--- src/rtl/efd_pkg.sv ---
// Shared constants, codes and types for the elevator floor dispatcher.
package efd_pkg;

    localparam int MAX_FLOORS = 32;
    localparam int FLOOR_W    = 6;
    localparam int SCAN_W     = FLOOR_W + 1;
    localparam int IDX_W      = (MAX_FLOORS > 1) ? $clog2(MAX_FLOORS) : 1;
    localparam int OP_W       = 2;
    localparam int DIR_W      = 2;
    localparam int IN_W       = 8;
    localparam int OUT_W      = 24;

    localparam logic [FLOOR_W-1:0] COUNT_RST = FLOOR_W'(32);
    localparam logic [FLOOR_W-1:0] FLOOR_RST = FLOOR_W'(1);

    localparam logic [DIR_W-1:0] DIR_STAND = 2'd0;
    localparam logic [DIR_W-1:0] DIR_UP    = 2'd1;
    localparam logic [DIR_W-1:0] DIR_DOWN  = 2'd2;

    typedef enum logic [OP_W-1:0] {
        OP_REQUEST   = 2'd0,
        OP_STOP      = 2'd1,
        OP_POSITION  = 2'd2,
        OP_DIRECTION = 2'd3
    } op_t;

    typedef enum logic [2:0] {
        ST_IDLE,
        ST_APPLY,
        ST_INIT_A,
        ST_SCAN_A,
        ST_INIT_B,
        ST_SCAN_B,
        ST_FINISH
    } state_t;

    typedef struct packed {
        logic capture;
        logic apply;
        logic init_a;
        logic init_b;
        logic step;
        logic finish;
    } efd_cmd_t;

    typedef struct packed {
        logic need_pick;
        logic scan_done;
        logic out_free;
    } efd_stat_t;

endpackage

--- src/rtl/efd_ctrl.sv ---
// Controller state machine sequencing event apply, two scan passes and result issue.
module efd_ctrl (
    input  logic             clk,
    input  logic             rst_n,
    input  logic             s_tvalid,
    output logic             s_tready,
    input  efd_pkg::efd_stat_t stat,
    output efd_pkg::efd_cmd_t  cmd
);
    import efd_pkg::*;

    state_t state_reg;
    state_t state_next;

    always_ff @(posedge clk or negedge rst_n)
    begin
        if (!rst_n)
        begin
            state_reg <= ST_IDLE;
        end
        else
        begin
            state_reg <= state_next;
        end
    end

    always_comb
    begin
        state_next = state_reg;
        case (state_reg)
            ST_IDLE:
            begin
                if (s_tvalid)
                begin
                    state_next = ST_APPLY;
                end
            end
            ST_APPLY:
            begin
                state_next = stat.need_pick ? ST_INIT_A : ST_FINISH;
            end
            ST_INIT_A:
            begin
                state_next = ST_SCAN_A;
            end
            ST_SCAN_A:
            begin
                if (stat.scan_done)
                begin
                    state_next = ST_INIT_B;
                end
            end
            ST_INIT_B:
            begin
                state_next = ST_SCAN_B;
            end
            ST_SCAN_B:
            begin
                if (stat.scan_done)
                begin
                    state_next = ST_FINISH;
                end
            end
            ST_FINISH:
            begin
                if (stat.out_free)
                begin
                    state_next = ST_IDLE;
                end
            end
            default:
            begin
                state_next = ST_IDLE;
            end
        endcase
    end

    always_comb
    begin
        s_tready = 1'b0;
        cmd      = '0;
        case (state_reg)
            ST_IDLE:
            begin
                s_tready    = 1'b1;
                cmd.capture = s_tvalid;
            end
            ST_APPLY:
            begin
                cmd.apply = 1'b1;
            end
            ST_INIT_A:
            begin
                cmd.init_a = 1'b1;
            end
            ST_SCAN_A:
            begin
                cmd.step = 1'b1;
            end
            ST_INIT_B:
            begin
                cmd.init_b = 1'b1;
            end
            ST_SCAN_B:
            begin
                cmd.step = 1'b1;
            end
            ST_FINISH:
            begin
                cmd.finish = stat.out_free;
            end
            default:
            begin
                s_tready = 1'b0;
            end
        endcase
    end

endmodule

--- src/rtl/efd_dp.sv ---
// Datapath: dispatcher state, serial floor scanner and output word register.
module efd_dp (
    input  logic                          clk,
    input  logic                          rst_n,
    input  logic                          cfg_we,
    input  logic [efd_pkg::FLOOR_W-1:0]   cfg_wdata,
    input  logic [efd_pkg::IN_W-1:0]      s_tdata,
    input  logic [efd_pkg::OP_W-1:0]      s_tuser,
    output logic                          m_tvalid,
    input  logic                          m_tready,
    output logic [efd_pkg::OUT_W-1:0]     m_tdata,
    input  efd_pkg::efd_cmd_t             cmd,
    output efd_pkg::efd_stat_t            stat
);
    import efd_pkg::*;

    logic [FLOOR_W-1:0]    count_reg;
    logic [MAX_FLOORS-1:0] map_reg;
    logic [FLOOR_W-1:0]    present_reg;
    logic [FLOOR_W-1:0]    goal_reg;
    logic [DIR_W-1:0]      moving_reg;
    logic                  processing_reg;

    op_t                   op_reg;
    logic [FLOOR_W-1:0]    fl_reg;
    logic [DIR_W-1:0]      dir_reg;

    logic                  pick_reg;
    logic                  stop_reg;
    logic                  bad_reg;

    logic [SCAN_W-1:0]     scan_reg;
    logic                  pass_up_reg;
    logic                  pass_b_reg;
    logic                  nearest_reg;
    logic                  a_hit_reg;
    logic                  b_hit_reg;
    logic [FLOOR_W-1:0]    a_floor_reg;
    logic [FLOOR_W-1:0]    b_floor_reg;

    logic                  m_valid_reg;
    logic [OUT_W-1:0]      m_data_reg;

    logic [SCAN_W-1:0]     eff_n;
    logic                  fl_ok;
    logic [FLOOR_W-1:0]    fl_m1;
    logic [FLOOR_W-1:0]    goal_m1;
    logic                  goal_in_map;
    logic [SCAN_W-1:0]     scan_m1;
    logic                  below_n;
    logic                  in_range;
    logic                  req_hit;
    logic                  found;
    logic [FLOOR_W-1:0]    pick_floor;
    logic [FLOOR_W-1:0]    dist_lo;
    logic [FLOOR_W-1:0]    dist_hi;
    logic                  tv;
    logic [FLOOR_W-1:0]    target;
    logic                  busy;
    logic [FLOOR_W-1:0]    served;
    logic                  going_idle;

    always_comb
    begin
        if (count_reg == '0)
        begin
            eff_n = SCAN_W'(1);
        end
        else if ({1'b0, count_reg} > SCAN_W'(MAX_FLOORS))
        begin
            eff_n = SCAN_W'(MAX_FLOORS);
        end
        else
        begin
            eff_n = {1'b0, count_reg};
        end
    end

    assign fl_ok       = (fl_reg != '0) && ({1'b0, fl_reg} <= eff_n);
    assign fl_m1       = fl_reg - FLOOR_W'(1);
    assign goal_m1     = goal_reg - FLOOR_W'(1);
    assign goal_in_map = (goal_reg != '0) && ({1'b0, goal_reg} <= SCAN_W'(MAX_FLOORS));

    assign scan_m1  = scan_reg - SCAN_W'(1);
    assign below_n  = (scan_reg <= eff_n);
    assign in_range = (scan_reg != '0) && (below_n || (nearest_reg && !pass_up_reg));
    assign req_hit  = in_range && below_n && map_reg[scan_m1[IDX_W-1:0]];

    assign dist_lo = present_reg - a_floor_reg;
    assign dist_hi = b_floor_reg - present_reg;
    assign found   = a_hit_reg || b_hit_reg;

    always_comb
    begin
        if (nearest_reg && a_hit_reg && b_hit_reg)
        begin
            pick_floor = (dist_lo < dist_hi) ? a_floor_reg : b_floor_reg;
        end
        else
        begin
            pick_floor = a_hit_reg ? a_floor_reg : b_floor_reg;
        end
    end

    assign going_idle = stop_reg && !found;
    assign tv         = pick_reg && ((op_reg == OP_REQUEST) || found);
    assign target     = (pick_reg && found) ? pick_floor : goal_reg;
    assign busy       = going_idle ? 1'b0 : processing_reg;
    assign served     = stop_reg ? present_reg : '0;

    assign stat.need_pick = ((op_reg == OP_REQUEST) && fl_ok)
                          || ((op_reg == OP_STOP) && processing_reg);
    assign stat.scan_done = !in_range || req_hit;
    assign stat.out_free  = !m_valid_reg || m_tready;

    always_ff @(posedge clk or negedge rst_n)
    begin
        if (!rst_n)
        begin
            count_reg      <= COUNT_RST;
            map_reg        <= '0;
            present_reg    <= FLOOR_RST;
            goal_reg       <= FLOOR_RST;
            moving_reg     <= DIR_STAND;
            processing_reg <= 1'b0;
            op_reg         <= OP_REQUEST;
            pick_reg       <= 1'b0;
            stop_reg       <= 1'b0;
            bad_reg        <= 1'b0;
            pass_up_reg    <= 1'b0;
            pass_b_reg     <= 1'b0;
            nearest_reg    <= 1'b0;
            a_hit_reg      <= 1'b0;
            b_hit_reg      <= 1'b0;
            m_valid_reg    <= 1'b0;
        end
        else
        begin
            if (cfg_we)
            begin
                count_reg <= cfg_wdata;
            end

            if (cmd.capture)
            begin
                op_reg   <= op_t'(s_tuser);
                pick_reg <= 1'b0;
                stop_reg <= 1'b0;
                bad_reg  <= 1'b0;
            end

            if (cmd.apply)
            begin
                case (op_reg)
                    OP_REQUEST:
                    begin
                        if (fl_ok)
                        begin
                            processing_reg                <= 1'b1;
                            map_reg[fl_m1[IDX_W-1:0]]     <= 1'b1;
                            pick_reg                      <= 1'b1;
                        end
                        else
                        begin
                            bad_reg <= 1'b1;
                        end
                    end
                    OP_STOP:
                    begin
                        if (processing_reg)
                        begin
                            present_reg <= goal_reg;
                            if (goal_in_map)
                            begin
                                map_reg[goal_m1[IDX_W-1:0]] <= 1'b0;
                            end
                            stop_reg <= 1'b1;
                            pick_reg <= 1'b1;
                        end
                    end
                    OP_POSITION:
                    begin
                        if (fl_ok)
                        begin
                            present_reg <= fl_reg;
                        end
                        else
                        begin
                            bad_reg <= 1'b1;
                        end
                    end
                    OP_DIRECTION:
                    begin
                        moving_reg <= (dir_reg == DIR_UP || dir_reg == DIR_DOWN)
                                    ? dir_reg : DIR_STAND;
                    end
                    default:
                    begin
                        bad_reg <= 1'b0;
                    end
                endcase
            end

            if (cmd.init_a)
            begin
                nearest_reg <= (moving_reg == DIR_STAND);
                pass_up_reg <= (moving_reg != DIR_STAND) && (moving_reg != DIR_DOWN);
                pass_b_reg  <= 1'b0;
                a_hit_reg   <= 1'b0;
                b_hit_reg   <= 1'b0;
            end

            if (cmd.init_b)
            begin
                pass_up_reg <= !pass_up_reg;
                pass_b_reg  <= 1'b1;
            end

            if (cmd.step && req_hit)
            begin
                if (pass_b_reg)
                begin
                    b_hit_reg <= 1'b1;
                end
                else
                begin
                    a_hit_reg <= 1'b1;
                end
            end

            if (cmd.finish)
            begin
                if (pick_reg && found)
                begin
                    goal_reg <= pick_floor;
                end
                if (going_idle)
                begin
                    processing_reg <= 1'b0;
                    moving_reg     <= DIR_STAND;
                end
                m_valid_reg <= 1'b1;
            end
            else if (m_tready)
            begin
                m_valid_reg <= 1'b0;
            end
        end
    end

    always_ff @(posedge clk)
    begin
        if (cmd.capture)
        begin
            fl_reg  <= s_tdata[FLOOR_W-1:0];
            dir_reg <= s_tdata[FLOOR_W +: DIR_W];
        end
        if (cmd.init_a || cmd.init_b)
        begin
            scan_reg <= {1'b0, present_reg};
        end
        else if (cmd.step)
        begin
            scan_reg <= pass_up_reg ? (scan_reg + SCAN_W'(1)) : scan_m1;
        end
        if (cmd.step && req_hit)
        begin
            if (pass_b_reg)
            begin
                b_floor_reg <= scan_reg[FLOOR_W-1:0];
            end
            else
            begin
                a_floor_reg <= scan_reg[FLOOR_W-1:0];
            end
        end
        if (cmd.finish)
        begin
            m_data_reg <= {2'b00, bad_reg, busy, present_reg, served, stop_reg, target, tv};
        end
    end

    assign m_tvalid = m_valid_reg;
    assign m_tdata  = m_data_reg;

endmodule

--- src/rtl/elevator_floor_dispatcher.sv ---
// Top level of the elevator floor dispatcher: controller plus datapath.
//
//  channel   handshake          payload
//  cfg       cfg_we             cfg_wdata = floor_count
//  s (in)    s_tvalid/s_tready  s_tuser = operation; s_tdata = floor_number, travel_direction
//  m (out)   m_tvalid/m_tready  m_tdata = target_valid .. bad_request, one word per event
//
//  An event that needs no scan passes the apply and finish states before the next ready.
//  A scan walks the request map one floor per cycle in two passes, each starting at the
//  present floor: first in the travel direction (down when standing), then the other way.
//  Reset clears the request map and returns the cabin to floor 1, standing, in standby.
//  The result word sits in an output register; a stalled m_tready holds the next
//  result in the finish step until the register frees.
module elevator_floor_dispatcher (
    input  logic                          clk,
    input  logic                          rst_n,
    input  logic                          cfg_we,
    input  logic [efd_pkg::FLOOR_W-1:0]   cfg_wdata,
    input  logic                          s_tvalid,
    output logic                          s_tready,
    // [5:0] floor_number, [7:6] travel_direction
    input  logic [efd_pkg::IN_W-1:0]      s_tdata,
    // [1:0] operation
    input  logic [efd_pkg::OP_W-1:0]      s_tuser,
    output logic                          m_tvalid,
    input  logic                          m_tready,
    // [0] target_valid, [6:1] target_floor, [7] served_valid, [13:8] served_floor,
    // [19:14] shown_floor, [20] busy_res, [21] bad_request, [23:22] zero
    output logic [efd_pkg::OUT_W-1:0]     m_tdata
);
    import efd_pkg::*;

    efd_cmd_t  cmd;
    efd_stat_t stat;

    efd_ctrl u_ctrl (
        .clk      (clk),
        .rst_n    (rst_n),
        .s_tvalid (s_tvalid),
        .s_tready (s_tready),
        .stat     (stat),
        .cmd      (cmd)
    );

    efd_dp u_dp (
        .clk       (clk),
        .rst_n     (rst_n),
        .cfg_we    (cfg_we),
        .cfg_wdata (cfg_wdata),
        .s_tdata   (s_tdata),
        .s_tuser   (s_tuser),
        .m_tvalid  (m_tvalid),
        .m_tready  (m_tready),
        .m_tdata   (m_tdata),
        .cmd       (cmd),
        .stat      (stat)
    );

endmodule

--- config.mk ---
export PLATFORM = sky130hd
export DESIGN_NAME = elevator_floor_dispatcher
export DESIGN_NICKNAME = d
export VERILOG_FILES = /design/src/rtl/efd_pkg.sv /design/src/rtl/efd_ctrl.sv /design/src/rtl/efd_dp.sv /design/src/rtl/elevator_floor_dispatcher.sv
export SDC_FILE = /design/constraint.sdc
export NUM_CORES = 1
export LEC_CHECK = 0
export ABC_CLOCK_PERIOD_IN_PS = 3600
export BUFFER_PORTS_ARGS = -buffer_cell sky130_fd_sc_hd__buf_2
export CORE_ASPECT_RATIO = 1.5
export CORE_MARGIN = 2
export CORE_UTILIZATION = 25
export CTS_CLUSTER_SIZE = 28
export DETAILED_ROUTE_END_ITERATION = 12
export GPL_TIMING_DRIVEN = 0
export HOLD_SLACK_MARGIN = 0.15
export PLACE_DENSITY = 0.51
export SYNTH_ARGS = -nofsm -noshare
export SYNTH_HDL_FRONTEND = slang
export SYNTH_HIERARCHICAL = 1
export SYNTH_SLANG_ARGS = --single-unit
--- constraint.sdc ---
create_clock -name clk -period 3.6 [get_ports clk]
set_clock_uncertainty 0.1 [all_clocks]
set_input_delay 0.36 -clock clk [delete_from_list [all_inputs] [get_ports clk]]
set_output_delay 0.36 -clock clk [all_outputs]
set_load 0.05 [all_outputs]
* Word level (Yosys, flattened, before mapping)
Index checks and enable logic that the tools add are counted.
Operators by class: $lt $le $gt $ge 10, muxes and demuxes 70, reductions and logical operators 49, add/subtract/negate cells 6, bitwise gates (word level) 4, equal/unequal tests 20
Operators by type and width (number):
- $mux W32 | 3
- $pmux W32 S2 | 1
- $mux W6 | 10
- $mux W1 | 39
- $and A32 B32 Y32 | 1
- $not A32 Y32 | 1
- $or A32 B32 Y32 | 1
- $pmux W3 S7 | 1
- $lt A5 B6 Y1 const B | 3
- $logic_and A1 B1 Y1 | 17
- $mux W3 | 5
- $pmux W6 S2 | 1
- $reduce_bool A2 Y1 | 6
- $reduce_bool A6 Y1 | 2
- $sub A6 B6 Y6 | 2
- $demux W1 S5 | 2
- $ge A5 B1 Y1 const B | 2
- $mux W2 | 5
- $ne A2 B1 Y1 const B | 5
- $sub A5 B1 Y5 const B | 2
- $eq A3 B3 Y1 const B | 3
- $logic_or A1 B1 Y1 | 8
- $ne A2 B2 Y1 const B | 4
- $reduce_and A4 Y1 | 2
- other kinds (23) | 33
Word-level totals: register bits after elaboration 116, logic and storage cells 185, bits of input ports 21, output and inout port bits 26

* Longest topological paths before layout
Gate-level depths: netlist of the first run.
word-level depth 11, gate-level depth with buffers 15, depth with buffers taken out 15

* By module
Netlist of the first run, hierarchy kept.
By module, submodules not included:
- efd_dp | cells an instance 583, times used 1, area each 6168.4 µm²
- efd_ctrl | cells an instance 26, times used 1, area each 250.2 µm²

* Worst setup path after synthesis of the first run
No wires, ideal clock.
path type register to register, start point reg u_dp.present_reg[1], end point reg u_dp.m_data_reg[1] (netlist: u_dp/m_tdata[1]), data pin, period minus slack after synthesis 3.044 ns, data arrival time 2.675 ns, path slack 0.556 ns, stages on the path, launching flop included 15, library setup time 0.269 ns, cells stage by stage dfrtp_1 -> inv_1 -> ha_1 -> a21o_1 -> a21o_1 -> a21o_1 -> a21oi_1 -> xnor2_1 -> ha_1 -> nand2_1 -> nor2_1 -> nand2_1 -> o21ai_2 -> mux2i_1 -> o21ai_0
On the way: word-level cells in the longest chain between the ends 5
Ends and longest elaborated chain:
- start, declared | RTL line efd_dp.sv:19 | logic [FLOOR_W-1:0] present_reg;
- start signal, assigned | RTL line efd_dp.sv:172 | present_reg <= goal_reg;
- start signal, assigned | RTL line efd_dp.sv:185 | present_reg <= fl_reg;
- $sub A6 B6 Y6 (on tied branches) | RTL line efd_dp.sv:89, efd_dp.sv:90
- $lt A6 B6 Y1 (*) | RTL line efd_dp.sv:97 | pick_floor = (dist_lo < dist_hi) ? a_floor_reg : b_floor_reg;
- $mux W6 (*) | RTL line efd_dp.sv:97
- $mux W6 (*) | RTL line efd_dp.sv:95 | if (nearest_reg && a_hit_reg && b_hit_reg)
- $mux W6 (*)
- named net u_dp.target[0] | RTL line efd_dp.sv:58 | logic [FLOOR_W-1:0] target;
- end signal, assigned | RTL line efd_dp.sv:279 | m_data_reg <= {2'b00, bad_reg, busy, present_reg, served, stop_reg, target, tv};
- end, declared | RTL line efd_dp.sv:42 | logic [OUT_W-1:0] m_data_reg;
The timed path passes the listed nets; every way through them passes the cells marked *. A chain may end at the register's enable or synchronous reset.

==> results of run 1 <==
## Yosys cell counts, drive strengths merged, types with 12 or more instances
| cell type | instances | area share |
|---|---|---|
| a21o | 14 | 0.017 |
| a21oi | 15 | 0.012 |
| buf | 14 | 0.019 |
| clkbuf | 20 | 0.012 |
| dfrtp | 64 | 0.25 |
| edfxtp | 48 | 0.22 |
| ha | 30 | 0.058 |
| inv | 32 | 0.019 |
| mux2i | 12 | 0.019 |
| nand2 | 48 | 0.028 |
| nand3 | 45 | 0.036 |
| nor2 | 32 | 0.019 |
| o21ai | 92 | 0.073 |
## timing repair
action | 4_1_cts | 5_1_grt
endpoints found under the setup margin | 25 | 18
setup buffers | 1 | 3
hold buffers | 17 | 0
resized for setup | 4 | 10
hold endpoints to repair | 80 | 0
cloned | 0 | 0
pin swaps | 0 | 1
## area by class of cell
type / count / area [um^2] / area share
multi-input combinational: 428 / 3033 / 0.3798
clock buffer: 17 / 425.4 / 0.05327
sequential: 116 / 3143 / 0.3935
buffer: 34 / 200.2 / 0.02507
tap: 328 / 410.4 / 0.05139
clock inverter: 15 / 168.9 / 0.02115
timing repair buffer: 66 / 485.5 / 0.06079
inverter: 32 / 120.1 / 0.01504
## logic make-up (layout without fill, tap and decap cells)
logic type                 count (synthesis)  after routing  share of synthesized area
muxes                                     27             27                    0.06024
xor gates and xnor gates                  22             22                    0.03294
and+or+nand+nor                          189            189                     0.1515
AOI/OAI and AO/OA                        156            156                     0.1507
DFF                                      116            116                     0.4895
adders and majority gates                 32             32                    0.06472
other                                      1              2                  0.0005842
buffers and inverters                     66            164                    0.04990
## path summary, 6_finish.rpt
path / endpoint / cells after the start / from
worst max-delay path: u_ctrl/state_reg[2] / 11 / u_dp/scan_reg[0]
worst min-delay path: u_ctrl/state_reg[0] / 3 / s_tvalid
worst max register to register: u_ctrl/state_reg[2] / 11 / u_dp/scan_reg[0]
worst min register to register: u_dp/nearest_reg / 1 / u_dp/moving_reg[1]
max in group asynchronous: u_dp/goal_reg[0] / 3 / rst_n
min in group asynchronous: u_dp/count_reg[2] / 2 / rst_n
## layout by cell type, fill, tap and decap left out, types with 10 or more instances in the layout
cell,netlist,final
nand2_1,48,48
buf_2,3,45
a21oi_1,15,14
ha_1,30,30
xnor2_1,11,11
o21ai_1,30,30
nor2_1,32,31
dfrtp_1,64,63
nand2b_1,10,10
xor2_1,10,10
inv_1,32,32
dlygate4sd3_1,0,17
nand3_1,44,44
edfxtp_1,48,48
o21ai_0,60,60
clkbuf_16,0,17
clkbuf_1,16,16
a21o_1,13,13
## power by group through the flow
stage	Clock [mW]	Sequential [mW]	Combinational, mW
floorplan	0	2.38	2.20
global placement	0	2.36	3.08
detailed placement	0	2.36	3.14
CTS	1.75	2.33	3.20
global route	1.80	2.37	3.61
finish	1.70	2.32	3.25
## worst register-to-register path, delay by kind of cell (launching register included)
kind / cells / cell delay (ps)
DFF: 1 / 380
adders and majority gates: 1 / 290
muxes: 2 / 780
and+or+nand+nor: 3 / 600
AOI/OAI and AO/OA: 2 / 530
buffers and inverters: 3 / 640
## metrics by stage
step           power [mW]  cell area, um^2  cells  setup WS (ps)  utilization
2_1_floorplan       4.575             6422    610          555.9            -
3_3_place_gp        5.438             7048    981         -150.3       0.2803
3_5_place_dp        5.497             7108    983         -154.2       0.2827
4_1_cts             7.277             7896   1033          71.08       0.3141
5_1_grt             7.785             7986   1036         -48.40       0.3177
6_report            7.269             7986   1036          158.9       0.3177
## metal layers
layer,up-vias,share of wire
met5,-,0
met3,29,0.026
li1,2382,-
met4,0,0.038
met1,2396,0.37
met2,101,0.56
==> impl_metrics.json, run 1 <==
{
  "outcome": "complete, no violations",
  "grt_max_degree": 63,
  "cts_made_buffers": 17,
  "final_nets": 748,
  "reg2reg_slack_ps": 160,
  "crit_path_end_kind": "register",
  "grt-ovfl-total": 0,
  "max_stage_delay_ps": 570,
  "maxSlewViolCount": 0,
  "intPower_mw": 4.248,
  "wl_mm": 17.49,
  "initial_core_util": 0.2553,
  "finalCritPeriodShare": 0.9559,
  "dieHeight_um": 200.2,
  "grt_antenna_before_repair": 0,
  "crit_family": "multiplexers",
  "path_buf_inv": 3,
  "fin_hold_ws_ps": 185.4,
  "combPwrFrac": 0.447,
  "clockPowerShare": 0.234,
  "port_buffers": 43,
  "yosysWarnings": 6,
  "rsz0062_at_grt": "yes",
  "path_cells": "buf_4 -> inv_1 -> ha_1 -> clkbuf_2 -> mux4_2 -> mux2i_1 -> nand3_1 -> nand4_1 -> o211ai_1 -> and4b_1 -> a211o_1",
  "routabilityCongestion": 0.8581,
  "worstSkewPairLatency_ps": 410,
  "grt_first_pass_wirelength_mm": 27.47,
  "route.detailed.drc": 0,
  "synth-seq-cells": 116,
  "hold_viol": 0,
  "switching_power_mw": 3.021,
  "dp_hpwl_mm": 13.13,
  "die_x_um": 134.8,
  "viasPerCell": 4.737,
  "max_freq_mhz": 290.6,
  "cp_data_required_time_ps": 3800,
  "path_clk_slew_ps": 60,
  "die_area_mm2": 0.02700,
  "maxSlewHeadroom": 0.4396,
  "setup_tns_ps": 0,
  "slowest_stage": "mux4_2",
  "swShare": 0.4155,
  "busiest_layer": "met2",
  "tightest_slew_ps": 838.8,
  "synthCells": 609,
  "largest_reg_flops": 32,
  "coreArea_mm2": 0.02514,
  "drv_cap": 0,
  "antenna_cells": 0,
  "synth_area_mm2": 0.006419,
  "min_period_ps": 3441,
  "initialDrtViolationCount": 349,
  "met2_usage": 0.2582,
  "sequentialPowerShare": 0.319,
  "finalSetupViolCount": 0,
  "ir_worst_vdd_uv": 296.2,
  "worstPathArrival_ps": 3640,
  "ys_seq_area_frac": 0.4895,
  "first_pass_iters": 5,
  "placementRows": 71,
  "cts_max_level": 4,
  "syn_avg_cell_area_um2": 10.54,
  "vias": 4908,
  "critPathLaunchType": "register",
  "synthFlopType": "dfrtp_1",
  "io_pins": 47,
  "area_growth_pct": 24.42,
  "power_per_cell_area_mw_per_mm2": 910.2,
  "cts_buffer_depth": 2,
  "grtUsageTotal": 0.1348,
  "ant_nets": 0,
  "drive_gt1_frac": 0.2090,
  "cts_root_buffer": "clkbuf_16",
  "fill_cells": 2553,
  "path_max_fanout": 10,
  "synth-edff-count": 48,
  "cts_tree": "done",
  "met1_usage": 0.1399,
  "grt_pass1_vias": 4968,
  "synth_cell_types": 65,
  "wl_per_cell_um": 16.89,
  "postSynth.asyncResetShare": 0.5776,
  "p_leak_nw": 3.229,
  "worstSetupPathType": "register to register",
  "gr-usage-met3": 0.01898,
  "numClockSinks": 116,
  "worst_hold_path_type": "input port to register"
}
(Power assumes the default switching activity.)
==> run 2: changes to the inputs <==
Settings changed: REMOVE_ABC_BUFFERS set to 1.
==> run 2 against run 1 <==
  * Utilization shrank 0.87 points
  * Clock power shrank 9%
  * Non-clock buffer count fell by 30
  * Critical path depth increased by 4
  * Power decreased by 3.9%
  * First-iteration DRC count shrank 11%
  * Worst hold slack improved by 16 ps
  * Critical endpoint is now u_dp/m_tdata[4]
  * Largest power group unchanged
==> impl_metrics.json, run 2 (synthesized netlist as in run 1, its figures left out) <==
{
  "route.detailed.drc": 0,
  "hold_path_depth": 3,
  "power_per_cell_area_mw_per_mm2": 899.4,
  "ant_nets": 0,
  "cts_root_buffer": "clkbuf_16",
  "r2r-start": "u_dp/present_reg[1]",
  "worst_hold_path_type": "input port to register",
  "placementRows": 71,
  "final_cell_mix": "63 x dfrtp_1, 60 x o21ai_0, 48 x nand2_1, 48 x edfxtp_1, 44 x nand3_1",
  "path_clk_slew_ps": 60,
  "grt_pass1_vias": 5002,
  "setup_ws_ps": 227.9,
  "die_area_mm2": 0.02700,
  "port_buffers": 44,
  "maxSlewHeadroom": 0.1276,
  "fin_util": 0.3090,
  "cts_tree": "done",
  "min_period_ps": 3372,
  "drive_gt1_frac": 0.1932,
  "worstSetupPathType": "register to register",
  "stdcell_area_mm2": 0.007767,
  "wl_mm": 16.88,
  "maxSlewViolCount": 0,
  "instances_no_fill": 1006,
  "initial_core_util": 0.2553,
  "cts_made_buffers": 17,
  "rr_endpoint": "u_dp/m_tdata[4]",
  "drv_cap": 0,
  "grt_antenna_before_repair": 0,
  "placedCellCount": 951,
  "crit_path_end_kind": "register",
  "fin_hold_ws_ps": 201.9,
  "path_max_fanout": 6,
  "area_growth_pct": 21.01,
  "dp_hpwl_mm": 12.26,
  "grtUsageTotal": 0.1306,
  "cts_max_level": 4,
  "cts_buffer_depth": 2,
  "outcome": "complete, no violations",
  "reg2reg_slack_ps": 230,
  "min_from": "m_tready",
  "final_nets": 718,
  "dpl-instance-area_mm2": 0.006944,
  "grt-ovfl-total": 0,
  "io_pins": 47,
  "critPathLaunchType": "register",
  "grt_first_pass_wirelength_mm": 26.87,
  "worstSkewPairLatency_ps": 420,
  "grt_max_degree": 68,
  "r2r_cells": 15,
  "die_x_um": 134.8,
  "numClockSinks": 116,
  "min_to": "u_dp/m_tvalid",
  "routabilityCongestion": 0.7753,
  "finalSetupViolCount": 0,
  "dieHeight_um": 200.2,
  "worstPathArrival_ps": 3390,
  "first_pass_iters": 4,
  "preCtsSetupSlack_ps": -557.6,
  "coreArea_mm2": 0.02514,
  "finalCritPeriodShare": 0.9367,
  "vias": 4867,
  "crit_start": "u_dp/present_reg[1]",
  "cp_data_required_time_ps": 3610,
  "layout_commonest_cell": "dfrtp_1",
  "max_freq_mhz": 296.6,
  "hold_viol": 0,
  "viasPerCell": 4.838,
  "initialDrtViolationCount": 309,
  "antenna_cells": 0,
  "p_leak_nw": 3.111,
  "rsz0062_at_grt": "no",
  "wl_per_cell_um": 16.78,
  "ir_worst_vdd_uv": 358.8,
  "largest_reg_flops": 32,
  "tightest_slew_ps": 1304
}
-- run 2: critical path, stage by stage (launching register included) --
cell and delay (ps):
dfrtp_2 440, buf_4 150, ha_1 270, a21o_1 150, a21o_1 190, a21o_1 170, a21oi_1 190, xnor2_1 140
ha_1 260, a21oi_1 130, o21ai_0 110, a21oi_2 170, o21ai_4 80, buf_12 140, mux2i_2 240, o21ai_0 120
-- run 2: area by class of cell --
class                   count  area [um^2]
fillers                  2571        17370
flip-flops and latches    116         3143
multi-input cells         428         3015
repair buffers             70        535.5
clock buffers              19        432.9
well taps                 328        410.4
inverters                  32        120.1
clock inverters            13        110.1
-- run 2: power by group --
part,internal (mW),switching (mW)
sequential,1.93,0.570
clock,0.942,0.606
combinational,1.21,1.73
total,4.08,2.91
-- run 2: worst max path at each step --
| stage | end |
|---|---|
| after floorplan | u_ctrl/state_reg[2] |
| after global placement | u_dp/map_reg[3] |
| after detailed placement | u_dp/b_floor_reg[2] |
| after CTS | u_dp/m_tdata[5] |
| after global routing | u_dp/m_tdata[2] |
| final | u_dp/m_tdata[4] |
-- run 2: stage by stage --
stage,power [mW],setup TNS [ps]
6_report,6.986,0
3_5_place_dp,5.349,-7593
2_1_floorplan,4.446,0
5_1_grt,7.492,0
4_1_cts,6.975,0
3_3_place_gp,5.266,-30770
-- run 2: repair_timing --
action	4_1_cts	5_1_grt
pin swaps	0	1
buffers inserted	1	4
hold buffers	18	0
gates resized for setup	4	9
hold endpoints to repair	82	0
endpoints found under the setup margin	21	10
-- run 2: per-layer routing --
metal	vias up	GRT usage	part of all wire
met2	121	0.2359	0.54
li1	2316	-	-
met4	0	0.07782	0.048
met5	-	0	0
met3	43	0.02708	0.040
met1	2387	0.1369	0.37
==> run 3: changes to the inputs <==
Settings changed: ABC_CLOCK_PERIOD_IN_PS 3600 to not set, MAX_ROUTING_LAYER set to met4.
==> run 3 against run 2 <==
  * Count of clock-buffer cells in the layout did not move
  * Critical path depth did not move
  * Final cell count did not move
  * Combinational power barely moved
  * Routed wire length fell by 0.16%
  * Worst setup slack improved by 19 ps
  * Critical endpoint unchanged
  * Largest cell class unchanged
  * Largest power group unchanged
==> impl_metrics.json, run 3 (synthesized netlist as in run 1, its figures left out) <==
{
  "vias": 4825,
  "grtUsageTotal": 0.1346,
  "grt_first_pass_wirelength_mm": 26.91,
  "ant_nets": 0,
  "wl_mm": 16.85,
  "antenna_cells": 0,
  "crit_family": "compound AO/OA/AOI/OAI gates",
  "cp_data_required_time_ps": 3610,
  "intPower_mw": 4.080,
  "r2r_cells": 15,
  "cts_max_level": 4,
  "coreArea_mm2": 0.02514,
  "numClockSinks": 116,
  "initialDrtViolationCount": 333,
  "busiest_layer": "met2",
  "largest_reg_flops": 32,
  "final_cell_mix": "63 x dfrtp_1, 60 x o21ai_0, 48 x nand2_1, 48 x edfxtp_1, 44 x nand3_1",
  "io_pins": 47,
  "setup_tns_ps": 0,
  "wl_per_cell_um": 16.75,
  "finalSetupViolCount": 0,
  "path_max_fanout": 6,
  "critPathLaunchType": "register",
  "route.detailed.drc": 0,
  "layout_commonest_cell": "dfrtp_1",
  "maxSlewViolCount": 0,
  "finalCritPeriodShare": 0.9314,
  "worstSkewPairLatency_ps": 420,
  "cts_buffer_depth": 2,
  "cts_tree": "done",
  "die_area_mm2": 0.02700,
  "cp_common_cell": "a21o_1",
  "grt_antenna_before_repair": 0,
  "grt-ovfl-total": 0,
  "cts_root_buffer": "clkbuf_16",
  "met1_usage": 0.1375,
  "grt_max_degree": 68,
  "path_buf_inv": 2,
  "hold_viol": 0,
  "drv_cap": 0,
  "met2_usage": 0.2357,
  "placementRows": 71,
  "sequentialPowerShare": 0.357,
  "cp.depth": 15,
  "min_period_ps": 3353,
  "worstPathArrival_ps": 3370,
  "p_leak_nw": 3.111,
  "die_x_um": 134.8,
  "rsz0062_at_grt": "no",
  "path_cells": "buf_4 -> ha_1 -> a21o_1 -> a21o_1 -> a21o_1 -> a21oi_1 -> xnor2_1 -> ha_1 -> a21oi_1 -> o21ai_0 -> a21oi_2 -> o21ai_4 -> buf_12 -> mux2i_2 -> o21ai_0",
  "routabilityCongestion": 0.7859,
  "reg2reg_slack_ps": 250,
  "maxSlewHeadroom": 0.1007,
  "port_buffers": 44,
  "grt_pass1_vias": 4985,
  "outcome": "complete, no violations",
  "worst_hold_path_type": "input port to register",
  "dieHeight_um": 200.2,
  "tightest_slew_ps": 1345,
  "switching_power_mw": 2.895,
  "combPwrFrac": 0.421,
  "gr-usage-met3": 0.02708,
  "hold_path_depth": 3,
  "swShare": 0.4150,
  "initial_core_util": 0.2553,
  "crit_path_end_kind": "register",
  "dp_hpwl_mm": 12.26,
  "path_clk_slew_ps": 60,
  "clockPowerShare": 0.222,
  "worstSetupPathType": "register to register",
  "drive_gt1_frac": 0.1932,
  "cts_made_buffers": 17,
  "power_per_cell_area_mw_per_mm2": 898.0,
  "final_nets": 718,
  "fin_util": 0.3090,
  "ir_worst_vdd_uv": 358.2,
  "slowest_stage": "dfrtp_2",
  "max_stage_delay_ps": 440,
  "area_growth_pct": 21.01,
  "first_pass_iters": 5,
  "max_freq_mhz": 298.2,
  "viasPerCell": 4.796
}
==> run 3: cell counts in the layout (fill, tap and decap cells not counted) <==
Identical to the previous run, type by type.
==> run 3: per-layer routing <==
metal	up-vias	share of wire
met5	-	0
met4	0	0.049
met3	48	0.029
met2	105	0.54
met1	2358	0.38
li1	2314	-
==> run 3: through the flow <==
step | cells | power (mW) | area [um^2] | worst slack [ps] | hold WS (ps)
5_1_grt | 1006 | 7.493 | 7767 | 27.04 | 210.9
4_1_cts | 1002 | 6.975 | 7694 | 73.25 | 189.2
2_1_floorplan | 576 | 4.446 | 6222 | 528.6 | -35.59
3_5_place_dp | 951 | 5.349 | 6944 | -557.6 | 303.7
6_report | 1006 | 6.975 | 7767 | 246.9 | 199.7
3_3_place_gp | 948 | 5.266 | 6853 | -871.2 | 354.2
==> run 3: worst reg2reg max path, stage by stage, from the launching register on <==
cell,delay (ps)
dfrtp_2,440
buf_4,150
ha_1,270
a21o_1,150
a21o_1,190
a21o_1,170
a21oi_1,190
xnor2_1,140
ha_1,260
a21oi_1,130
o21ai_0,110
a21oi_2,170
o21ai_4,80
buf_12,140
mux2i_2,230
o21ai_0,120
==> run 3: power by group through the flow <==
stage | Combinational (mW) | Clock, mW | Sequential (mW)
global route | 3.27 | 1.64 | 2.57
CTS | 2.89 | 1.58 | 2.50
finish | 2.94 | 1.55 | 2.49
floorplan | 1.92 | 0 | 2.52
global placement | 2.70 | 0 | 2.56
detailed placement | 2.79 | 0 | 2.56
==> run 3: final timing paths <==
kind	start	to
worst min register to register	u_dp/moving_reg[1]	u_dp/nearest_reg
min in group asynchronous	rst_n	u_dp/map_reg[12]
worst max register to register	u_dp/present_reg[1]	u_dp/m_tdata[4]
worst max-delay path	u_dp/present_reg[1]	u_dp/m_tdata[4]
max in group asynchronous	rst_n	u_dp/goal_reg[0]
worst min-delay path	m_tready	u_dp/m_tvalid
==> run 3: cell type report <==
cell class / count / area [um^2]
multi-input cells: 428 / 3015
inverters: 32 / 120.1
flip-flops and latches: 116 / 3143
clock inverters: 13 / 110.1
fillers: 2571 / 17370
well taps: 328 / 410.4
clock buffers: 19 / 432.9
repair buffers: 70 / 535.5
==> run 3: repair_timing <==
action / 4_1_cts / 5_1_grt
cloned: 0 / 0
hold buffers: 18 / 0
pin swaps: 0 / 1
setup endpoints to repair: 21 / 10
resized for setup: 4 / 9
buffers inserted: 1 / 4
hold endpoints to repair: 82 / 0
